===== src/pplh_pkg.sv =====
// ----------------------------------------------------------------------------
// pplh_pkg
// Shared types, phase codes and constants for the parallel port link block.
// ----------------------------------------------------------------------------
package pplh_pkg;

  localparam int unsigned LONG_W  = 22;
  localparam int unsigned SHORT_W = 16;
  localparam int unsigned TRY_W   = 6;
  localparam int unsigned PHASE_W = 4;

  // command codes
  localparam logic [2:0] MODE_NONE    = 3'd0;
  localparam logic [2:0] MODE_SYNC    = 3'd1;
  localparam logic [2:0] MODE_SEND    = 3'd2;
  localparam logic [2:0] MODE_RECEIVE = 3'd3;
  localparam logic [2:0] MODE_READY   = 3'd4;

  // register indexes
  localparam logic [1:0] REG_SEND_WAIT    = 2'd0;
  localparam logic [1:0] REG_RECEIVE_WAIT = 2'd1;
  localparam logic [1:0] REG_SYNC_WAIT    = 2'd2;
  localparam logic [1:0] REG_SYNC_TRIES   = 2'd3;

  // phase codes
  localparam logic [PHASE_W-1:0] PH_IDLE    = 4'd0;
  localparam logic [PHASE_W-1:0] PH_SEND_LO = 4'd1;
  localparam logic [PHASE_W-1:0] PH_SEND_HI = 4'd2;
  localparam logic [PHASE_W-1:0] PH_RX_HI   = 4'd3;
  localparam logic [PHASE_W-1:0] PH_RX_LO   = 4'd4;
  localparam logic [PHASE_W-1:0] PH_SYNC0   = 4'd5;
  localparam logic [PHASE_W-1:0] PH_SYNC1   = 4'd6;
  localparam logic [PHASE_W-1:0] PH_SYNC2   = 4'd7;
  localparam logic [PHASE_W-1:0] PH_SYNC3   = 4'd8;
  localparam logic [PHASE_W-1:0] PH_SYNC4   = 4'd9;
  localparam logic [PHASE_W-1:0] PH_CR_A    = 4'd10;
  localparam logic [PHASE_W-1:0] PH_CR_B    = 4'd11;

  // pin patterns
  localparam logic [7:0] DATA_SYNC_A = 8'hAA;
  localparam logic [7:0] DATA_SYNC_B = 8'h55;
  localparam logic [7:0] DATA_PARK   = 8'h80;
  localparam logic [7:0] DATA_ZERO   = 8'h00;
  localparam logic [3:0] CTRL_IDLE   = 4'd4;
  localparam logic [3:0] CTRL_STROBE = 4'd5;
  localparam logic [3:0] CTRL_SEL    = 4'd0;

  // register reset values
  localparam logic [LONG_W-1:0]  SEND_WAIT_RST    = 22'h300000;
  localparam logic [LONG_W-1:0]  RECEIVE_WAIT_RST = 22'h300000;
  localparam logic [SHORT_W-1:0] SYNC_WAIT_RST    = 16'd8192;
  localparam logic [TRY_W-1:0]   SYNC_TRIES_RST   = 6'd32;

  typedef struct packed {
    logic [LONG_W-1:0]  send_wait;
    logic [LONG_W-1:0]  receive_wait;
    logic [SHORT_W-1:0] sync_wait;
    logic [TRY_W-1:0]   sync_tries;
  } cfg_t;

  typedef struct packed {
    logic [2:0] mode;
    logic [7:0] tx_byte;
    logic       last_byte;
    logic [7:0] status_lines;
    logic [3:0] control_lines;
  } item_t;

  typedef struct packed {
    logic [PHASE_W-1:0] phase;
    logic [LONG_W-1:0]  wait_count;
    logic [TRY_W-1:0]   attempt_count;
    logic [7:0]         assembled_byte;
    logic [7:0]         held_tx_byte;
    logic               held_last;
    logic [7:0]         data_drive;
    logic [3:0]         control_drive;
  } state_t;

  typedef struct packed {
    logic [7:0] data_pins;
    logic [3:0] control_pins;
    logic       busy_res;
    logic       done_res;
    logic       error;
    logic [7:0] rx_byte;
  } res_t;

  localparam state_t STATE_RST = '{
    phase:          PH_IDLE,
    wait_count:     '0,
    attempt_count:  '0,
    assembled_byte: '0,
    held_tx_byte:   '0,
    held_last:      1'b0,
    data_drive:     DATA_PARK,
    control_drive:  CTRL_IDLE
  };

endpackage


===== src/parallel_port_link_handshake.sv =====
// ----------------------------------------------------------------------------
// parallel_port_link_handshake
// Host side of a parallel port copier link, one sampling tick per transaction.
// ----------------------------------------------------------------------------
//  channel  | handshake                 | payload
//  in       | in_valid / in_stall       | mode tx_byte last_byte status_lines
//           |                           | control_lines
//  out      | out_valid / out_stall     | data_pins control_pins busy_res
//           |                           | done_res error rx_byte
//  cfg      | cfg_we                    | cfg_index cfg_data
//
//  one transaction per cycle sustained while the result is not stalled;
//  input register, then one pass of the step logic into the result register
//  a stalled result holds the step stage; in_stall rises only when both hold
//  rst clears the link state and loads the register defaults
// ----------------------------------------------------------------------------
module parallel_port_link_handshake import pplh_pkg::*; (
  input  logic              clk,
  input  logic              rst,
  input  logic              cfg_we,
  input  logic [1:0]        cfg_index,
  input  logic [LONG_W-1:0] cfg_data,
  input  logic              in_valid,
  output logic              in_stall,
  input  logic [2:0]        mode,
  input  logic [7:0]        tx_byte,
  input  logic              last_byte,
  input  logic [7:0]        status_lines,
  input  logic [3:0]        control_lines,
  output logic              out_valid,
  input  logic              out_stall,
  output logic [7:0]        data_pins,
  output logic [3:0]        control_pins,
  output logic              busy_res,
  output logic              done_res,
  output logic              error,
  output logic [7:0]        rx_byte
);

  cfg_t   cfg;
  state_t st;
  state_t st_next;
  item_t  item;
  res_t   res;
  res_t   res_q;
  logic   item_valid;
  logic   advance;
  logic   in_take;

  pplh_cfg u_cfg (
    .clk       (clk),
    .rst       (rst),
    .cfg_we    (cfg_we),
    .cfg_index (cfg_index),
    .cfg_data  (cfg_data),
    .cfg       (cfg)
  );

  pplh_step u_step (
    .cfg     (cfg),
    .st      (st),
    .item    (item),
    .st_next (st_next),
    .res     (res)
  );

  assign advance  = item_valid && (!out_valid || !out_stall);
  assign in_stall = item_valid && !advance;
  assign in_take  = in_valid && !in_stall;

  // input register
  always_ff @(posedge clk) begin
    if (rst) begin
      item_valid <= 1'b0;
    end else if (in_take) begin
      item_valid <= 1'b1;
    end else if (advance) begin
      item_valid <= 1'b0;
    end
  end

  always_ff @(posedge clk) begin
    if (in_take) begin
      item <= '{mode: mode, tx_byte: tx_byte, last_byte: last_byte,
                status_lines: status_lines, control_lines: control_lines};
    end
  end

  // link state
  always_ff @(posedge clk) begin
    if (rst) begin
      st <= STATE_RST;
    end else if (advance) begin
      st <= st_next;
    end
  end

  // result register
  always_ff @(posedge clk) begin
    if (rst) begin
      out_valid <= 1'b0;
    end else if (advance) begin
      out_valid <= 1'b1;
    end else if (!out_stall) begin
      out_valid <= 1'b0;
    end
  end

  always_ff @(posedge clk) begin
    if (advance) begin
      res_q <= res;
    end
  end

  assign data_pins    = res_q.data_pins;
  assign control_pins = res_q.control_pins;
  assign busy_res     = res_q.busy_res;
  assign done_res     = res_q.done_res;
  assign error        = res_q.error;
  assign rx_byte      = res_q.rx_byte;

endmodule


===== src/pplh_cfg.sv =====
// ----------------------------------------------------------------------------
// pplh_cfg
// Wait limit and retry count registers behind the plain write port.
// ----------------------------------------------------------------------------
module pplh_cfg import pplh_pkg::*; (
  input  logic              clk,
  input  logic              rst,
  input  logic              cfg_we,
  input  logic [1:0]        cfg_index,
  input  logic [LONG_W-1:0] cfg_data,
  output cfg_t              cfg
);

  always_ff @(posedge clk) begin
    if (rst) begin
      cfg.send_wait    <= SEND_WAIT_RST;
      cfg.receive_wait <= RECEIVE_WAIT_RST;
      cfg.sync_wait    <= SYNC_WAIT_RST;
      cfg.sync_tries   <= SYNC_TRIES_RST;
    end else if (cfg_we) begin
      case (cfg_index)
        REG_SEND_WAIT:    cfg.send_wait    <= cfg_data;
        REG_RECEIVE_WAIT: cfg.receive_wait <= cfg_data;
        REG_SYNC_WAIT:    cfg.sync_wait    <= cfg_data[SHORT_W-1:0];
        REG_SYNC_TRIES:   cfg.sync_tries   <= cfg_data[TRY_W-1:0];
        default: ;
      endcase
    end
  end

endmodule


===== src/pplh_step.sv =====
// ----------------------------------------------------------------------------
// pplh_step
// One sampling tick of the link: next phase, counters, pin drive and result.
// ----------------------------------------------------------------------------
module pplh_step import pplh_pkg::*; (
  input  cfg_t   cfg,
  input  state_t st,
  input  item_t  item,
  output state_t st_next,
  output res_t   res
);

  logic              busy_line;
  logic              sel_line;
  logic              want_sel;
  logic              done;
  logic              err;
  logic [7:0]        rx;
  logic [LONG_W-1:0] lim_raw;
  logic [LONG_W-1:0] lim_eff;
  logic [LONG_W-1:0] wait_inc;
  logic              wait_hit;
  logic [TRY_W-1:0]  tries_eff;
  logic [TRY_W-1:0]  attempt_inc;

  assign busy_line = item.status_lines[7];
  assign sel_line  = item.control_lines[3];

  // poll limit for the current phase
  always_comb begin
    case (st.phase)
      PH_SEND_LO, PH_SEND_HI: lim_raw = cfg.send_wait;
      PH_RX_HI, PH_RX_LO:     lim_raw = cfg.receive_wait;
      default:                lim_raw = {{(LONG_W-SHORT_W){1'b0}}, cfg.sync_wait};
    endcase
  end

  assign lim_eff     = (lim_raw == '0) ? LONG_W'(1) : lim_raw;
  assign wait_inc    = st.wait_count + LONG_W'(1);
  assign wait_hit    = (wait_inc >= lim_eff);
  assign tries_eff   = (cfg.sync_tries == '0) ? TRY_W'(1) : cfg.sync_tries;
  assign attempt_inc = st.attempt_count + TRY_W'(1);
  assign want_sel    = (st.phase == PH_SYNC1) || (st.phase == PH_SYNC3);

  always_comb begin
    st_next = st;
    done    = 1'b0;
    err     = 1'b0;
    rx      = '0;
    case (st.phase)
      PH_SEND_LO, PH_SEND_HI: begin
        if (item.control_lines[1] == (st.phase == PH_SEND_HI)) begin
          st_next.data_drive    = st.held_tx_byte;
          st_next.control_drive = (st.phase == PH_SEND_HI) ? CTRL_IDLE : CTRL_STROBE;
          done = 1'b1;
        end else begin
          st_next.wait_count = wait_inc;
          if (wait_hit) begin
            done = 1'b1;
            err  = 1'b1;
          end
        end
      end
      PH_RX_HI: begin
        if (busy_line) begin
          st_next.assembled_byte = {4'b0, item.status_lines[6:3]};
          st_next.data_drive     = DATA_ZERO;
          st_next.wait_count     = '0;
          st_next.phase          = PH_RX_LO;
        end else begin
          st_next.wait_count = wait_inc;
          if (wait_hit) begin
            done = 1'b1;
            err  = 1'b1;
          end
        end
      end
      PH_RX_LO: begin
        if (!busy_line) begin
          st_next.assembled_byte = st.assembled_byte | {item.status_lines[6:3], 4'b0};
          if (st.held_last) begin
            st_next.data_drive = DATA_PARK;
          end
          rx   = st_next.assembled_byte;
          done = 1'b1;
        end else begin
          st_next.wait_count = wait_inc;
          if (wait_hit) begin
            done = 1'b1;
            err  = 1'b1;
          end
        end
      end
      PH_SYNC0, PH_SYNC1, PH_SYNC2, PH_SYNC3, PH_SYNC4: begin
        if (sel_line == want_sel) begin
          case (st.phase)
            PH_SYNC0: begin
              st_next.data_drive    = DATA_SYNC_A;
              st_next.control_drive = CTRL_SEL;
            end
            PH_SYNC1: st_next.control_drive = CTRL_IDLE;
            PH_SYNC2: begin
              st_next.data_drive    = DATA_SYNC_B;
              st_next.control_drive = CTRL_SEL;
            end
            PH_SYNC3: st_next.control_drive = CTRL_IDLE;
            default:  done = 1'b1;
          endcase
          if (st.phase != PH_SYNC4) begin
            st_next.phase = st.phase + PHASE_W'(1);
          end
        end else begin
          st_next.wait_count = wait_inc;
          if (wait_hit) begin
            st_next.control_drive = CTRL_IDLE;
            st_next.attempt_count = attempt_inc;
            if (attempt_inc >= tries_eff) begin
              done = 1'b1;
              err  = 1'b1;
            end else begin
              st_next.data_drive = DATA_ZERO;
              st_next.wait_count = '0;
              st_next.phase      = PH_SYNC0;
            end
          end
        end
      end
      PH_CR_A: begin
        if (item.control_lines[1:0] == 2'b00 || item.control_lines[1:0] == 2'b11) begin
          st_next.data_drive = DATA_ZERO;
          st_next.wait_count = '0;
          st_next.phase      = PH_CR_B;
        end else begin
          st_next.wait_count = wait_inc;
          if (wait_hit) begin
            done = 1'b1;
            err  = 1'b1;
          end
        end
      end
      PH_CR_B: begin
        if (!busy_line) begin
          done = 1'b1;
        end else begin
          st_next.wait_count = wait_inc;
          if (wait_hit) begin
            done = 1'b1;
            err  = 1'b1;
          end
        end
      end
      default: begin
        st_next.phase      = PH_IDLE;
        st_next.wait_count = '0;
        case (item.mode)
          MODE_SYNC: begin
            st_next.attempt_count = '0;
            st_next.data_drive    = DATA_ZERO;
            st_next.control_drive = CTRL_IDLE;
            st_next.phase         = PH_SYNC0;
          end
          MODE_SEND: begin
            st_next.held_tx_byte = item.tx_byte;
            st_next.phase = item.control_lines[0] ? PH_SEND_HI : PH_SEND_LO;
          end
          MODE_RECEIVE: begin
            st_next.held_last      = item.last_byte;
            st_next.assembled_byte = '0;
            st_next.data_drive     = DATA_PARK;
            st_next.phase          = PH_RX_HI;
          end
          MODE_READY: st_next.phase = PH_CR_A;
          default: ;
        endcase
      end
    endcase
    if (done) begin
      st_next.phase = PH_IDLE;
    end
  end

  assign res.data_pins    = st_next.data_drive;
  assign res.control_pins = st_next.control_drive;
  assign res.busy_res     = (st_next.phase != PH_IDLE);
  assign res.done_res     = done;
  assign res.error        = err;
  assign res.rx_byte      = err ? 8'h00 : rx;

endmodule


===== config.mk =====
export PLATFORM = sky130hd
export DESIGN_NAME = parallel_port_link_handshake
export DESIGN_NICKNAME = d
export VERILOG_FILES = /design/src/pplh_pkg.sv /design/src/parallel_port_link_handshake.sv /design/src/pplh_cfg.sv /design/src/pplh_step.sv
export SDC_FILE = /design/constraint.sdc
export NUM_CORES = 1
export LEC_CHECK = 0
export ABC_AREA = 1
export BUFFER_PORTS_ARGS = -buffer_cell sky130_fd_sc_hd__buf_2
export CAP_MARGIN = 10
export CORE_MARGIN = 2
export CORE_UTILIZATION = 40
export CTS_BUF_LIST = sky130_fd_sc_hd__clkbuf_4 sky130_fd_sc_hd__clkbuf_8 sky130_fd_sc_hd__clkbuf_16
export DETAILED_ROUTE_END_ITERATION = 7
export GPL_TIMING_DRIVEN = 0
export HOLD_SLACK_MARGIN = 0.1
export PLACE_DENSITY_LB_ADDON = 0.15
export SLEW_MARGIN = 20
export SYNTH_ARGS = -nofsm -noshare
export SYNTH_HDL_FRONTEND = slang
export SYNTH_SLANG_ARGS = --single-unit

===== constraint.sdc =====
create_clock -name clk -period 3.3 [get_ports clk]
set_input_delay 0.66 -clock clk [delete_from_list [all_inputs] [get_ports clk]]
set_output_delay 0.66 -clock clk [all_outputs]
set_load 0.02 [all_outputs]

### Word level (Yosys, flattened, before mapping)

Cells that the tools add are included.

| storage, ports and cells | value |
|---|---|
| bits in registers | 176 |
| input bits | 53 |
| output and inout bits | 25 |
| word-level logic and storage cells | 162 |

| operators by class | value |
|---|---|
| add/sub/neg operators | 3 |
| $lt $le $gt $ge | 2 |
| equal/unequal tests | 29 |
| mux-type cells | 58 |
| bitwise gates (word level) | 5 |
| reduce and logical (&&, ||, !) cells | 40 |

Operator list:

| cell | count |
|---|---|
| 22-bit 2-to-1 mux | 5 |
| 22-bit case mux with 5 select lines | 1 |
| 8-bit 2-to-1 mux | 8 |
| 8-bit case mux with 6 select lines | 1 |
| 22-bit case mux with 2 select lines | 1 |
| 12-bit 2-to-1 mux | 3 |
| 32-bit 2-to-1 mux | 1 |
| 4-bit case mux with 4 select lines | 2 |
| 8-bit case mux with 2 select lines | 2 |
| 28-bit 2-to-1 mux | 1 |
| 26-bit 2-to-1 mux | 1 |
| 4-bit 2-to-1 mux | 6 |
| 8-bit case mux with 3 select lines | 1 |
| 22-bit by 1-bit adder with 22-bit output, second input constant | 1 |
| 22-bit greater-or-equal comparator | 1 |
| 22-bit logical NOT | 1 |
| 1-bit 2-to-1 mux | 17 |
| 4-bit by 3-bit equality test with 1-bit output, second input constant | 4 |
| 4-bit equality test, second input constant | 4 |
| 6-bit 2-to-1 mux | 2 |
| 4-bit case mux with 3 select lines | 1 |
| 6-bit case mux with 2 select lines | 1 |
| 4-bit OR reduction | 3 |
| 11-bit OR reduction | 1 |
| other kinds (36) | 68 |

### Logic depth before layout (Yosys ltp)

Gate-level depths: netlist (run 1).

| logic depth | value |
|---|---|
| word-level depth | 11 |
| depth in mapped cells | 30 |
| mapped depth without buffers | 27 |

### By module

A second synthesis (run 1) with hierarchy kept.

| second synthesis, totals | value |
|---|---|
| cell total of the unflattened synthesis | 1583 |
| area, all modules | 10691.5 µm² |

Modules (own cells, without submodules):

| module | times used | cells each | area an instance (µm²) | seq. area each (µm²) |
|---|---|---|---|---|
| parallel_port_link_handshake | 1 | 455 | 4194.0 | 2672.6 |
| pplh_step | 1 | 709 | 3759.9 | 0.0 |
| pplh_cfg | 1 | 419 | 2737.6 | 1321.3 |

### Worst setup path before layout (run 1)

OpenSTA, ideal clock, no wires.

| path | value |
|---|---|
| kind | register to register |
| start point | register, netlist name st[57] |
| end point | register res_q (netlist bit busy_res), data pin |
| library setup time | 0.264 ns |
| arrival | 3.109 ns |
| data required time | 3.036 ns |
| slack | -0.073 ns |
| stages on the path, launching flop included | 26 |
| buffers on the path | 3 |
| clock period less this slack | 3.373 ns |
| cell sequence | dfxtp_1 inv_1 ha_1 nand2_2 nand2_1 buf_4 nor2_1 buf_2 a21oi_1 nand4_1 nor2_1 nand3_1 nand2_1 ha_1 nand2_1 nor2_1 nand2_1 nor2_1 nand2_1 nand4_1 buf_2 nand2_1 nand2_1 inv_1 nand3_1 nand4_1 |

RTL lines:

| item | line | RTL |
|---|---|---|
| to (signal assigned) | parallel_port_link_handshake.sv:111 | `res_q <= res;` |
| to (decl) | parallel_port_link_handshake.sv:45 | `res_t res_q;` |

==> impl_metrics.tcl, run 1 <==
set metrics [dict create \
    hpwl_um 17000 \
    fin_crit_ps 3575 \
    place_ws_ps -1136 \
    portBuffers 72 \
    setup_viol 66 \
    hp-class "in -> reg" \
    holdBufCountCts 0 \
    layout_commonest_cell "nand2_1" \
    grt_usage_pct 21.91 \
    skew_ps 16.60 \
    utilization_pct 52.45 \
    synthFlopType "dfxtp_1" \
    gp_congestion 0.8950 \
    whs_ps 386.8 \
    htree_num_levels 4 \
    ios 78 \
    wl_um 25440 \
    postRouteAntennaNets 0 \
    via_per_inst 5.151 \
    irDropWorstVdd_mv 0.3729 \
    final_cell_mix "nand2_1, nor2_1, inv_1, dfxtp_1, o21ai_0" \
    place_area_sq_um 9452 \
    dr.pass1.iters 5 \
    cts_made_buffers 17 \
    antenna_found_initial 0 \
    path_max_fanout 5 \
    cts-root-buf "clkbuf_16" \
    clockBufferDepth 2 \
    hold_path.startpoint "status_lines[5]" \
    die_h_um 151.6 \
    fmax_ghz 0.2797 \
    wl_per_cell_um 16.17 \
    tightest_slew_ps 879.1 \
    syn_area_per_cell_sq_um 7.680 \
    p_per_area_nw_per_um2 494.4 \
    cp-end-kind "flip-flop" \
    timing.slew.headroom_pct 41.33 \
    core_region_area_sq_um 21620 \
    reg2reg_depth 27 \
    synth_top_area_share_pct 29.63 \
    drt-initial-drc-count 592 \
    vias 8103 \
    synth-seq-area-share_pct 44.44 \
    fin_area_sq_um 11340 \
    drc 0 \
    die_w_um 151.6 \
    synth_cell_types 44 \
    globalRouteOverflowTotal 0 \
    status "finished, violations left" \
    syn_to_final_growth_pct 30.08 \
    synth_edf_count 43 \
    maxSlewViolCount 0 \
    violations "negative setup slack" \
    clk_pin_slew_ps 70 \
    initial_core_util_pct 40.32 \
    cts_sinks 172 \
    grt_pass1_wl_um 38960 \
    leakage_nw 4.819 \
    hold_depth 1 \
    syn_area_sq_um 8717 \
    final-hold-violation-count 0 \
    startpoint "st[57]$_SDFFE_PP0P_" \
    r2r-start "st[57]$_SDFFE_PP0P_" \
    grt_pass1_vias 7394 \
    clock_latency_ps 440 \
    drive_gt1_share_pct 26.45 \
    post-synth-top-area-cell "dfxtp_1" \
    startpoint_type "flip-flop" \
    required_ps 3670 \
    rsz0062_at_grt "yes" \
    synthCells 1135 \
    maxCapViolations 0 \
    num_antenna_cells 0 \
    fin_crit_sh_pct 108.3 \
    synthTopCellsByArea "dfxtp_1, edfxtp_1, nand2_1" \
    layout_setup_ws_ps -275.4 \
    critPathKind "reg -> reg" \
    layout.nets 1367 \
    ys_seq_elements 172 \
    die_area_sq_um 22990 \
    grt_max_degree 28 \
    power.total_w 0.005606 \
    cts_tree "yes" \
    rows 54 \
    arrival_ps 3950 \
    postSynth.asyncResetShare_pct 0 \
    synthesis.nets 1222 \
    synth_warnings 0 \
]
[layer usage]
| metal | wire length (um) | GRT usage, % |
|---|---|---|
| met1 | 12100 | 31.71 |
| met2 | 11590 | 33.76 |
| met3 | 1356 | 3.443 |
| met4 | 391 | 6.528 |
| met5 | 0 | 0 |
[per-stage QoR]
| step | setup TNS, ps | std cells |
|---|---|---|
| after floorplan | 0 | 1135 |
| after global placement | -62660 | 1487 |
| after detailed placement | -62250 | 1488 |
| after CTS | -2131 | 1557 |
| after global routing | -23790 | 1573 |
| final | -11660 | 1573 |
[state kept, by name (all words and copies together) (netlist names)]
register,flops
rx_byte,8
busy_res,1
st,61
out_valid,1
control_pins,4
u_cfg.cfg,66
item_valid,1
item,20
data_pins,8
error,1
done_res,1
[Yosys cell counts, types with 2 or more instances]
library cell    n
xor2_1         15
a22o_1         16
nor2_2          6
nand3_1        30
nand2_1       202
buf_2           7
edfxtp_1       43
a22oi_1         7
buf_6           4
inv_2           4
nand4_1        13
o211ai_2        7
o21ai_1         4
a31oi_1         2
clkbuf_1       26
a21oi_1       110
dfxtp_1       129
nor4_1          2
xnor2_1        11
nor3_1         11
clkinv_1        3
nand2_2         3
o211ai_1        6
nor3_2          2
nor2_1        169
o21ai_0       101
nand2_4         5
a211oi_1        6
inv_4           2
o22ai_1         8
o221ai_1        2
ha_1           34
inv_1         134
[kinds of logic after synthesis]
kind of cell / synth area share (%)
compound gates: 18.11
xor+xnor: 2.612
fa+ha+maj: 4.880
buf+inv: 8.382
flops: 44.44
simple gates: 21.57
[critical path, cell delays in order (launching register included)]
cell and delay (ps):
dfxtp_4 410, inv_4 60, ha_4 170, nand2_4 70, nand2_4 50, buf_8 130
buf_12 130, a22o_1 220, a21oi_2 200, nand4_1 120, nor2_1 120, nand3_1 90
nand2_2 100, ha_4 200, nand2_2 50, nor2_1 30, nand2_1 70, nor2_1 40
nand2_1 50, nand4_1 260, buf_4 250, buf_12 140, nand2_4 70, nand2_4 80
nor2_2 90, nand2_1 70, buf_4 130, a21oi_2 90
[final cells by class]
type / instances / area [sq um]
Multi-Input combinational cell: 781 / 4800
Sequential cell: 172 / 3889
Fill cell: 2106 / 10280
Timing Repair Buffer: 127 / 890.9
Tap cell: 280 / 350.3
Inverter: 143 / 561.8
Clock buffer: 22 / 498.0
Buffer: 38 / 251.5
Clock inverter: 10 / 98.84
[worst paths after layout]
| kind | slack, ps | end |
|---|---|---|
| setup / recovery | -280 | st[57]$_SDFFE_PP0P_ |
| hold / removal | 390 | item[9]$_DFFE_PP_ |
| setup reg to reg | -280 | st[57]$_SDFFE_PP0P_ |
| hold reg to reg | 460 | st[1]$_SDFFE_PP0P_ |
[where the power goes]
group	total [W]	leakage [nW]	switching (W)	internal [W]
combinational	0.00123	3.04	0.000769	0.000461
clock	0.00206	0.301	0.000891	0.00117
sequential	0.00232	1.47	0.0000524	0.00227
total	0.00561	4.82	0.00171	0.00389
[timing repair]
item                                    4_1_cts  5_1_grt
endpoints found under the setup margin       67       67
setup buffers                                35       15
resized for setup                           128       99
gates cloned                                  2        2
pin swaps                                    18       25
Note: power is estimated with default switching activity, not from simulation.
==> inputs of run 2 (changes only) <==
--- a/config.mk
+++ b/config.mk
@@ -6,15 +6,16 @@
 export NUM_CORES = 1
 export LEC_CHECK = 0
 export ABC_AREA = 1
-export BUFFER_PORTS_ARGS = -buffer_cell sky130_fd_sc_hd__buf_2
 export CAP_MARGIN = 10
 export CORE_MARGIN = 2
 export CORE_UTILIZATION = 40
 export CTS_BUF_LIST = sky130_fd_sc_hd__clkbuf_4 sky130_fd_sc_hd__clkbuf_8 sky130_fd_sc_hd__clkbuf_16
 export DETAILED_ROUTE_END_ITERATION = 7
+export DONT_BUFFER_PORTS = 1
 export GPL_TIMING_DRIVEN = 0
 export HOLD_SLACK_MARGIN = 0.1
 export PLACE_DENSITY_LB_ADDON = 0.15
+export RECOVER_POWER = 100
 export SLEW_MARGIN = 20
 export SYNTH_ARGS = -nofsm -noshare
 export SYNTH_HDL_FRONTEND = slang
==> impl_metrics.tcl, run 2 (same netlist as run 1, synthesis figures left out) <==
set metrics [dict create \
    status "finished, violations left" \
    violations "negative setup slack" \
    cts_made_buffers 17 \
    layout_commonest_cell "nor2_1" \
    drt-initial-drc-count 428 \
    ios 78 \
    clockBufferDepth 2 \
    layout_setup_ws_ps -277.7 \
    fmax_ghz 0.2795 \
    hp-class "in -> reg" \
    crit_top_cell "nand2_2" \
    arrival_ps 3930 \
    rows 54 \
    clock_latency_ps 440 \
    power.total_w 0.005467 \
    timing.slew.headroom_pct 34.63 \
    maxSlewViolCount 0 \
    reg2reg_depth 26 \
    required_ps 3660 \
    r2r-start "st[58]$_SDFFE_PP0P_" \
    drc 0 \
    htree_num_levels 4 \
    core_region_area_sq_um 21620 \
    setup_viol 67 \
    num_antenna_cells 0 \
    place_area_sq_um 9091 \
    met3WireLength_um 1471 \
    dr.max_layer_used "met4" \
    r2r_end "st[37]$_SDFFE_PP0P_" \
    via_per_inst 5.213 \
    gp_congestion 0.8989 \
    globalRouteOverflowTotal 0 \
    max_stage_delay_ps 420 \
    maxCapViolations 0 \
    fin_crit_sh_pct 108.4 \
    r2r_setup_slack_ps -280 \
    die_h_um 151.6 \
    fin_tns_setup_ps -13290 \
    p_per_area_nw_per_um2 495.3 \
    initial_core_util_pct 40.32 \
    syn_to_final_growth_pct 26.63 \
    hold_path.startpoint "mode[1]" \
    rsz0062_at_grt "yes" \
    slowest_stage "dfxtp_4" \
    top_regs "u_cfg.cfg x66, st x61, item x20" \
    hpwl_um 16970 \
    tightest_slew_ps 977.0 \
    vias 7846 \
    irDropWorstVdd_mv 0.3628 \
    clk_pin_slew_ps 70 \
    holdBufCountCts 0 \
    startpoint_type "flip-flop" \
    met2_length_um 11520 \
    fin_area_sq_um 11040 \
    hold_depth 0 \
    wl_per_cell_um 16.79 \
    die_area_sq_um 22990 \
    fillCellCount 2063 \
    layout.nets 1299 \
    dr.pass1.iters 5 \
    die_w_um 151.6 \
    critPathKind "reg -> reg" \
    cts-root-buf "clkbuf_16" \
    grt_max_degree 25 \
    drive_gt1_share_pct 23.35 \
    grt_pass1_wl_um 38920 \
    grt_usage_pct 22.08 \
    leakage_nw 4.590 \
    cp-end-kind "flip-flop" \
    postRouteAntennaNets 0 \
    largest_reg_flops 66 \
    final_cell_mix "nor2_1, nand2_1, inv_1, dfxtp_1, o21ai_0" \
    hold_path_end "item[22]$_DFFE_PP_" \
    skew_ps 12.41 \
    portBuffers 0 \
    antenna_found_initial 0 \
    wl_met1_um 11690 \
    path_max_fanout 8 \
    top_register "u_cfg.cfg" \
    final-hold-violation-count 0 \
    cts_sinks 172 \
    cts_tree "yes" \
    wl_um 25270 \
    fin_crit_ps 3578 \
    grt_pass1_vias 7328 \
]
-- run 2: cell types whose count changed in the layout (fill, tap and decap cells not counted), moves of 5 or more --
cell     delta
nand2_1     -9
nand2_2     +6
inv_8       +5
nor2_4      +5
buf_2      -72
a21oi_2     +5
nor2_2      -6
-- run 2: cell type report --
cell class | count | area [sq um] | share of cell area [%]
multi-input combinational | 781 | 4872 | 44.14
sequential | 172 | 3890 | 35.24
inverter | 143 | 553.0 | 5.010
timing repair buffer | 58 | 529.3 | 4.795
clock buffer | 18 | 439.2 | 3.979
tap | 280 | 350.3 | 3.174
buffer | 39 | 279.0 | 2.528
clock inverter | 14 | 125.1 | 1.134
-- run 2: how the worst max path moves through the flow --
| stage | start | endpoint |
|---|---|---|
| floorplan | st[57]$_SDFFE_PP0P_ | busy_res$_DFFE_PP_ |
| global placement | st[57]$_SDFFE_PP0P_ | busy_res$_DFFE_PP_ |
| detailed placement | st[57]$_SDFFE_PP0P_ | busy_res$_DFFE_PP_ |
| CTS | st[57]$_SDFFE_PP0P_ | st[51]$_SDFFE_PP0P_ |
| global route | st[57]$_SDFFE_PP0P_ | busy_res$_DFFE_PP_ |
| finish | st[58]$_SDFFE_PP0P_ | st[37]$_SDFFE_PP0P_ |
-- run 2: what timing repair did --
action,CTS,global route
buffers inserted,31,21
gates resized for setup,118,139
endpoints found under the setup margin,67,67
cloned,4,1
endpoints found under the hold margin,0,0
pin swaps,15,49
-- run 2: through the flow --
| stage | setup WS, ps | hold WS [ps] | utilization, % | cells |
|---|---|---|---|---|
| finish | -277.7 | 309.4 | 51.05 | 1505 |
| global route | -504.0 | 297.5 | 51.05 | 1505 |
| detailed placement | -1139 | 433.9 | 42.05 | 1416 |
| floorplan | 26.71 | 421.5 | - | 1135 |
| global placement | -1191 | 430.3 | 41.95 | 1415 |
| CTS | -187.2 | 301.8 | 48.06 | 1483 |
-- run 2: per-layer routing --
metal  up-vias  global-route usage, %
li1       3912                      -
met1      3704                  30.05
met2       187                  35.16
met3        43                  4.850
met4         0                  6.806
met5         -                      0
-- run 2: critical path, delay by kind of cell (launching register included) --
family | cells | cell delay (ps)
adder cells (fa/ha/maj) | 2 | 370
AND/OR/NAND/NOR | 15 | 1380
flip-flops | 1 | 420
AO/OA/AOI/OAI | 4 | 700
buffers and inverters | 5 | 600
-- run 2: power breakdown --
part	switching, W	internal, W	total [W]	leakage (nW)
sequential	0.0000792	0.00227	0.00235	1.47
combinational	0.000722	0.000435	0.00116	2.84
clock	0.000946	0.00102	0.00196	0.278
total	0.00175	0.00372	0.00547	4.59
